==> src/rtl/assert_macros.svh <==
// ============================================================================
// assert_macros.svh
// Assertion macros for the block that checks its own control logic.
// ============================================================================
`ifndef ASSERT_MACROS_SVH
`define ASSERT_MACROS_SVH

// Consequent must hold in the same cycle as the antecedent.
`define APSP_ASSERT_NOW(label, ck, rn, ante, cons, msg) \
    label: assert property (@(posedge ck) disable iff (!rn) (ante) |-> (cons)) \
        else $error(msg);

// Consequent must hold in the cycle after the antecedent.
`define APSP_ASSERT_NEXT(label, ck, rn, ante, cons, msg) \
    label: assert property (@(posedge ck) disable iff (!rn) (ante) |=> (cons)) \
        else $error(msg);

`endif

==> src/rtl/apsp_pkg.sv <==
// ============================================================================
// apsp_pkg
// Widths, opcodes and shared types of the all-pairs shortest path solver.
// ============================================================================
package apsp_pkg;

    // Vertex count must stay a power of two: a cell address is {row, col}.
    localparam int MAX_VERTICES = 16;
    localparam int VTX_W        = $clog2(MAX_VERTICES);
    localparam int ADDR_W       = 2 * VTX_W;
    localparam int CELLS        = MAX_VERTICES * MAX_VERTICES;

    localparam int OP_W         = 2;
    localparam int WEIGHT_W     = 16;
    localparam int DIST_W       = 20;
    localparam int VCOUNT_W     = 5;

    localparam int APB_ADDR_W   = 3;
    localparam int APB_DATA_W   = 32;

    // Command queue depth must be a power of two so the pointers wrap.
    localparam int QUEUE_DEPTH  = 2;
    localparam int QPTR_W       = $clog2(QUEUE_DEPTH);
    localparam int QCNT_W       = $clog2(QUEUE_DEPTH + 1);

    localparam logic [QCNT_W-1:0]   QUEUE_FULL   = QCNT_W'(QUEUE_DEPTH);
    localparam logic [VCOUNT_W-1:0] VCOUNT_RESET = VCOUNT_W'(MAX_VERTICES);
    localparam logic [VCOUNT_W-1:0] VCOUNT_MAX   = VCOUNT_W'(MAX_VERTICES);
    localparam logic [VTX_W-1:0]    LAST_VTX     = VTX_W'(MAX_VERTICES - 1);

    localparam logic [OP_W-1:0] OP_WRITE = 2'd0;
    localparam logic [OP_W-1:0] OP_SOLVE = 2'd1;
    localparam logic [OP_W-1:0] OP_READ  = 2'd2;

    typedef struct packed {
        logic [OP_W-1:0]     opcode;
        logic [VTX_W-1:0]    row_vertex;
        logic [VTX_W-1:0]    col_vertex;
        logic [WEIGHT_W-1:0] edge_weight;
    } cmd_t;

    // Head of the command queue as seen by the engine.
    typedef struct packed {
        logic valid;
        cmd_t cmd;
    } cmd_slot_t;

    // One cell of the solved distance matrix.
    typedef struct packed {
        logic [DIST_W-1:0] path_len;
        logic              reach;
        logic [VTX_W-1:0]  hop;
    } path_ent_t;

    localparam int PATH_W = $bits(path_ent_t);

endpackage

==> src/rtl/apsp_in_if.sv <==
// ============================================================================
// apsp_in_if
// Command channel: valid/ready handshake with one command as payload.
// ============================================================================
interface apsp_in_if;

    logic                          valid;
    logic                          ready;
    logic [apsp_pkg::OP_W-1:0]     opcode;
    logic [apsp_pkg::VTX_W-1:0]    row_vertex;
    logic [apsp_pkg::VTX_W-1:0]    col_vertex;
    logic [apsp_pkg::WEIGHT_W-1:0] edge_weight;

    modport source (
        output valid, opcode, row_vertex, col_vertex, edge_weight,
        input  ready
    );

    modport sink (
        input  valid, opcode, row_vertex, col_vertex, edge_weight,
        output ready
    );

endinterface

==> src/rtl/apsp_front.sv <==
// ============================================================================
// apsp_front
// Accepts commands, drops unused opcodes and queues the rest for the engine.
// ============================================================================
module apsp_front (
    input  logic                 clk,
    input  logic                 rst_n,
    apsp_in_if.sink              cmd,
    output apsp_pkg::cmd_slot_t  slot,
    input  logic                 pop
);

    apsp_pkg::cmd_t                    q_reg [apsp_pkg::QUEUE_DEPTH];
    logic [apsp_pkg::QPTR_W-1:0]       wr_ptr_reg;
    logic [apsp_pkg::QPTR_W-1:0]       rd_ptr_reg;
    logic [apsp_pkg::QCNT_W-1:0]       count_reg;
    logic [apsp_pkg::QCNT_W-1:0]       count_next;
    logic                              keep;
    logic                              push;
    logic                              do_pop;
    apsp_pkg::cmd_t                    cmd_in;

    assign cmd.ready = (count_reg != apsp_pkg::QUEUE_FULL);

    always_comb
    begin
        keep = (cmd.opcode == apsp_pkg::OP_WRITE) || (cmd.opcode == apsp_pkg::OP_SOLVE) ||
               (cmd.opcode == apsp_pkg::OP_READ);
        push = cmd.valid && cmd.ready && keep;
        do_pop = pop && (count_reg != '0);
        cmd_in.opcode      = cmd.opcode;
        cmd_in.row_vertex  = cmd.row_vertex;
        cmd_in.col_vertex  = cmd.col_vertex;
        cmd_in.edge_weight = cmd.edge_weight;
    end

    always_comb
    begin
        case ({push, do_pop})
            2'b10:   count_next = count_reg + 1'b1;
            2'b01:   count_next = count_reg - 1'b1;
            default: count_next = count_reg;
        endcase
    end

    always_ff @(posedge clk or negedge rst_n)
    begin
        if (!rst_n)
        begin
            wr_ptr_reg <= '0;
            rd_ptr_reg <= '0;
            count_reg  <= '0;
        end
        else
        begin
            count_reg <= count_next;
            if (push)
            begin
                wr_ptr_reg <= wr_ptr_reg + 1'b1;
            end
            if (do_pop)
            begin
                rd_ptr_reg <= rd_ptr_reg + 1'b1;
            end
        end
    end

    always_ff @(posedge clk)
    begin
        if (push)
        begin
            q_reg[wr_ptr_reg] <= cmd_in;
        end
    end

    assign slot.valid = (count_reg != '0);
    assign slot.cmd   = q_reg[rd_ptr_reg];

endmodule

==> src/flat_wrapper.sv <==
// flat-port wrapper written by rule: the top's interface ports become plain ports
module apsp_front_flat 
  (clk, rst_n, slot, pop, cmd_valid, cmd_opcode, cmd_row_vertex, cmd_col_vertex, cmd_edge_weight, cmd_ready);
  apsp_in_if cmd_i ();
  input  logic clk;
  input  logic rst_n;
  output apsp_pkg::cmd_slot_t slot;
  input  logic pop;
  input wire logic [$bits(cmd_i.valid)-1:0] cmd_valid;
  input wire logic [$bits(cmd_i.opcode)-1:0] cmd_opcode;
  input wire logic [$bits(cmd_i.row_vertex)-1:0] cmd_row_vertex;
  input wire logic [$bits(cmd_i.col_vertex)-1:0] cmd_col_vertex;
  input wire logic [$bits(cmd_i.edge_weight)-1:0] cmd_edge_weight;
  output wire logic [$bits(cmd_i.ready)-1:0] cmd_ready;
  assign cmd_i.valid = cmd_valid;
  assign cmd_i.opcode = cmd_opcode;
  assign cmd_i.row_vertex = cmd_row_vertex;
  assign cmd_i.col_vertex = cmd_col_vertex;
  assign cmd_i.edge_weight = cmd_edge_weight;
  assign cmd_ready = cmd_i.ready;
  apsp_front u_core (.clk(clk), .rst_n(rst_n), .cmd(cmd_i), .slot(slot), .pop(pop));
endmodule
==> config.mk <==
export PLATFORM = sky130hd
export DESIGN_NAME = apsp_front_flat
export DESIGN_NICKNAME = d
export VERILOG_FILES = /design/src/rtl/assert_macros.svh /design/src/rtl/apsp_pkg.sv /design/src/rtl/apsp_in_if.sv /design/src/rtl/apsp_front.sv /design/src/flat_wrapper.sv
export SDC_FILE = /design/constraint.sdc
export NUM_CORES = 1
export LEC_CHECK = 0
export ABC_AREA = 1
export BUFFER_PORTS_ARGS = -buffer_cell sky130_fd_sc_hd__buf_2
export CAP_MARGIN = 10
export CORE_ASPECT_RATIO = 1.1
export CORE_UTILIZATION = 48
export CTS_CLUSTER_DIAMETER = 120
export DETAILED_ROUTE_END_ITERATION = 12
export PLACE_DENSITY = 0.74
export SLEW_MARGIN = 10
export SYNTH_ARGS = -nofsm -noshare
export SYNTH_HDL_FRONTEND = slang
export SYNTH_SLANG_ARGS = --single-unit
==> constraint.sdc <==
create_clock -name clk -period 3.44 [get_ports clk]
set_input_delay 0.172 -clock clk [delete_from_list [all_inputs] [get_ports clk]]
set_output_delay 0.172 -clock clk [all_outputs]
set_load 0.005 [all_outputs]
==> impl_metrics.toml <==
[run_status]
status = "finished, final reports clean"

[detailed_routing]
wl_per_cell_um = 11.61
finalWirelength_um = 3286
viasPerCell = 4.558
drc_errors = 0
drt_pass1_iterations = 4
drt_iter0_markers = 61
drtAntennaViolNets = 0
vias = 1290

[sta]
relSlewSlack_pct = 31.12
fin_skew_ps = 3.728
hold_viol = 0
tightest_slew_ps = 1033
drv_slew = 0
setup_viol = 0
fin_crit_ps = 2035
fmax_mhz = 491.4
rsz0062_at_grt = "false"
tns_ps = 0
finalCritPeriodShare_pct = 59.16

[cts]
htree_num_levels = 2
cts_buffers = 5
cts_root_buf = "clkbuf_8"
cts_tree = "yes"
cts_resized = 0
clock_path_buffers = 2
clock_sinks = 56
clkSlewWorstSetupHoldPaths_ps = 90
postCtsSetupRepairBufs = 0
clock_latency_ps = 300

[synthesis]
syn_nets = 198
yosysSeqAreaShare_pct = 76.41
ys_top_cells_by_area = "edfxtp_1 72%, nand2_1 14%, dfrtp_1 4.6%, nand2_2 3.2%, inv_1 1.2%"
yosysTopAreaCellShare_pct = 71.81
syn-mean-instance-area_um2 = 13.02
synthCells = 167
yosysTopAreaCell = "edfxtp_1"
syn-cell-area_um2 = 2175
synth_seq_cells = 56
synth.distinct_cells = 15
synth_warnings = 0

[critical_path]
arrival_ps = 1860
rr_startpoint = "u_core.count_reg[0]$_DFFE_PN0P_"
worstSetupPathType = "flip-flop to primary output"
crit_required_ps = 3270
crit_path_end_kind = "primary output"
path_max_fanout = 28
startpoint = "u_core.rd_ptr_reg$_DFFE_PN0P_"
critPathLaunchType = "flip-flop"

[placed_design]
port_buffers = 57
place_congestion = 0.7351
hpwlAfterDp_um = 2153

[pwr]
power_mw = 1.911
power_density_nw_per_um2 = 738.8
p_leak_nw = 1.146
ir_worst_vdd_mv = 0.4197

[finish]
nNetsFinal = 259
antenna_cells = 0
drive_gt1_share_pct = 34.93
regArea_um2 = 1662
multiInputGateArea_um2 = 425.4
syn2layout_area_growth_pct = 18.93
largest_register_ffs = 52
n_fill_cell = 350

[global_routing]
grt_pass1_vias = 1161
antenna_found_initial = 0
overflow = 0
grt_max_degree = 29
grt_pass1_wl_um = 5147
track_usage_pct = 15.11

[floorplanning]
fp.dieW_um = 66.18
rows = 25
io_pins = 58
coreArea_um2 = 4317
die_h_um = 72.60
design.die.area_um2 = 4804
start_util_pct = 50.38

[min_path]
hold_path.class = "primary input to flip-flop"
min_from = "cmd_col_vertex[1]"

[job]
drv_cap = 0
-- final timing paths --
check                                             endpoint  slack [ps]  cells after the start
setup / recovery                                  slot[18]        1410                      4
hold / removal               u_core.q_reg[1][17]$_DFFE_PP_          50                      1
setup reg to reg              u_core.q_reg[0][5]$_DFFE_PP_        1640                      4
hold reg to reg              u_core.wr_ptr_reg$_DFFE_PN0P_         500                      2
max in group asynchronous    u_core.rd_ptr_reg$_DFFE_PN0P_        3140                      2
min in group asynchronous  u_core.count_reg[0]$_DFFE_PN0P_         190                      2
-- routing by layer --
| metal | track usage [%] | up-vias | wire, um |
|---|---|---|---|
| met5 | 0 | - | 0 |
| met3 | 4.844 | 7 | 196 |
| met2 | 25.17 | 39 | 1593 |
| met4 | 6.383 | 0 | 56 |
| li1 | - | 672 | - |
| met1 | 18.05 | 572 | 1440 |
-- power by group --
part | internal [mW] | switching (mW) | leakage [nW]
Sequential | 0.896 | 0.0923 | 0.528
Combinational | 0.235 | 0.341 | 0.570
Clock | 0.146 | 0.200 | 0.0485
Total | 1.28 | 0.634 | 1.15
-- what timing repair did --
item,in CTS,in global routing
hold endpoints to repair,4,0
hold buffers,1,0
setup endpoints to repair,0,0
-- final cells by class --
| type | count | share of cell area (%) |
|---|---|---|
| clock buffers | 5 | 2.661 |
| clock inverters | 3 | 0.8708 |
| inverters | 8 | 1.451 |
| multi-input cells | 98 | 16.45 |
| flip-flops and latches | 56 | 64.25 |
| well taps | 54 | 2.612 |
| repair buffers | 59 | 11.71 |
-- per-stage QoR --
stage               util, %  instance area, um2  instances  hold WS (ps)  worst slack [ps]
CTS                   59.91                2586        283         40.57              1370
global placement      57.57                2485        274        -15.52              1703
detailed placement    57.57                2485        274        -14.82              1640
finish                59.91                2586        283         51.23              1405
floorplan                 -                2175        167        -123.6              1319
global route          59.91                2586        283         33.95              1202
-- kinds of logic after synthesis --
group,share of synthesized area [%]
DFF,76.41
adders and majority gates,0.5753
buffers and inverters,4.142
and+or+nand+nor,18.47
xor gates and xnor gates,0.4028
-- critical path, cell delays in order, from the launching register on --
cell	delay, ps
dfrtp_1	1030
inv_8	210
nand2_1	120
nand2_1	70
buf_2	130
-- synthesized netlist by cell type --
library cell and number:
xnor2_1 1, nand3_2 1, nor2_1 1, nand4_1 2, dfrtp_1 4, edfxtp_1 52, inv_1 7, buf_8 1
buf_4 2, nand3_1 2, nand2_1 79, nand2_2 11, inv_8 1, ha_1 1, buf_6 2
-- placed cells by master, fill, tap and decap left out --
| cell type | instances |
|---|---|
| nand3_1 | 2 |
| clkinv_2 | 1 |
| dfrtp_1 | 4 |
| inv_1 | 7 |
| buf_4 | 1 |
| clkbuf_8 | 5 |
| nand2_1 | 79 |
| buf_2 | 57 |
| inv_8 | 1 |
| nand2_2 | 11 |
| edfxtp_1 | 52 |
| ha_1 | 1 |
| inv_6 | 1 |
| xnor2_1 | 1 |
| nor2_2 | 1 |
| nand3_2 | 1 |
| clkinv_4 | 1 |
| nand4_1 | 2 |
| dlygate4sd3_1 | 1 |
Note: power is estimated with default switching activity, not from simulation.
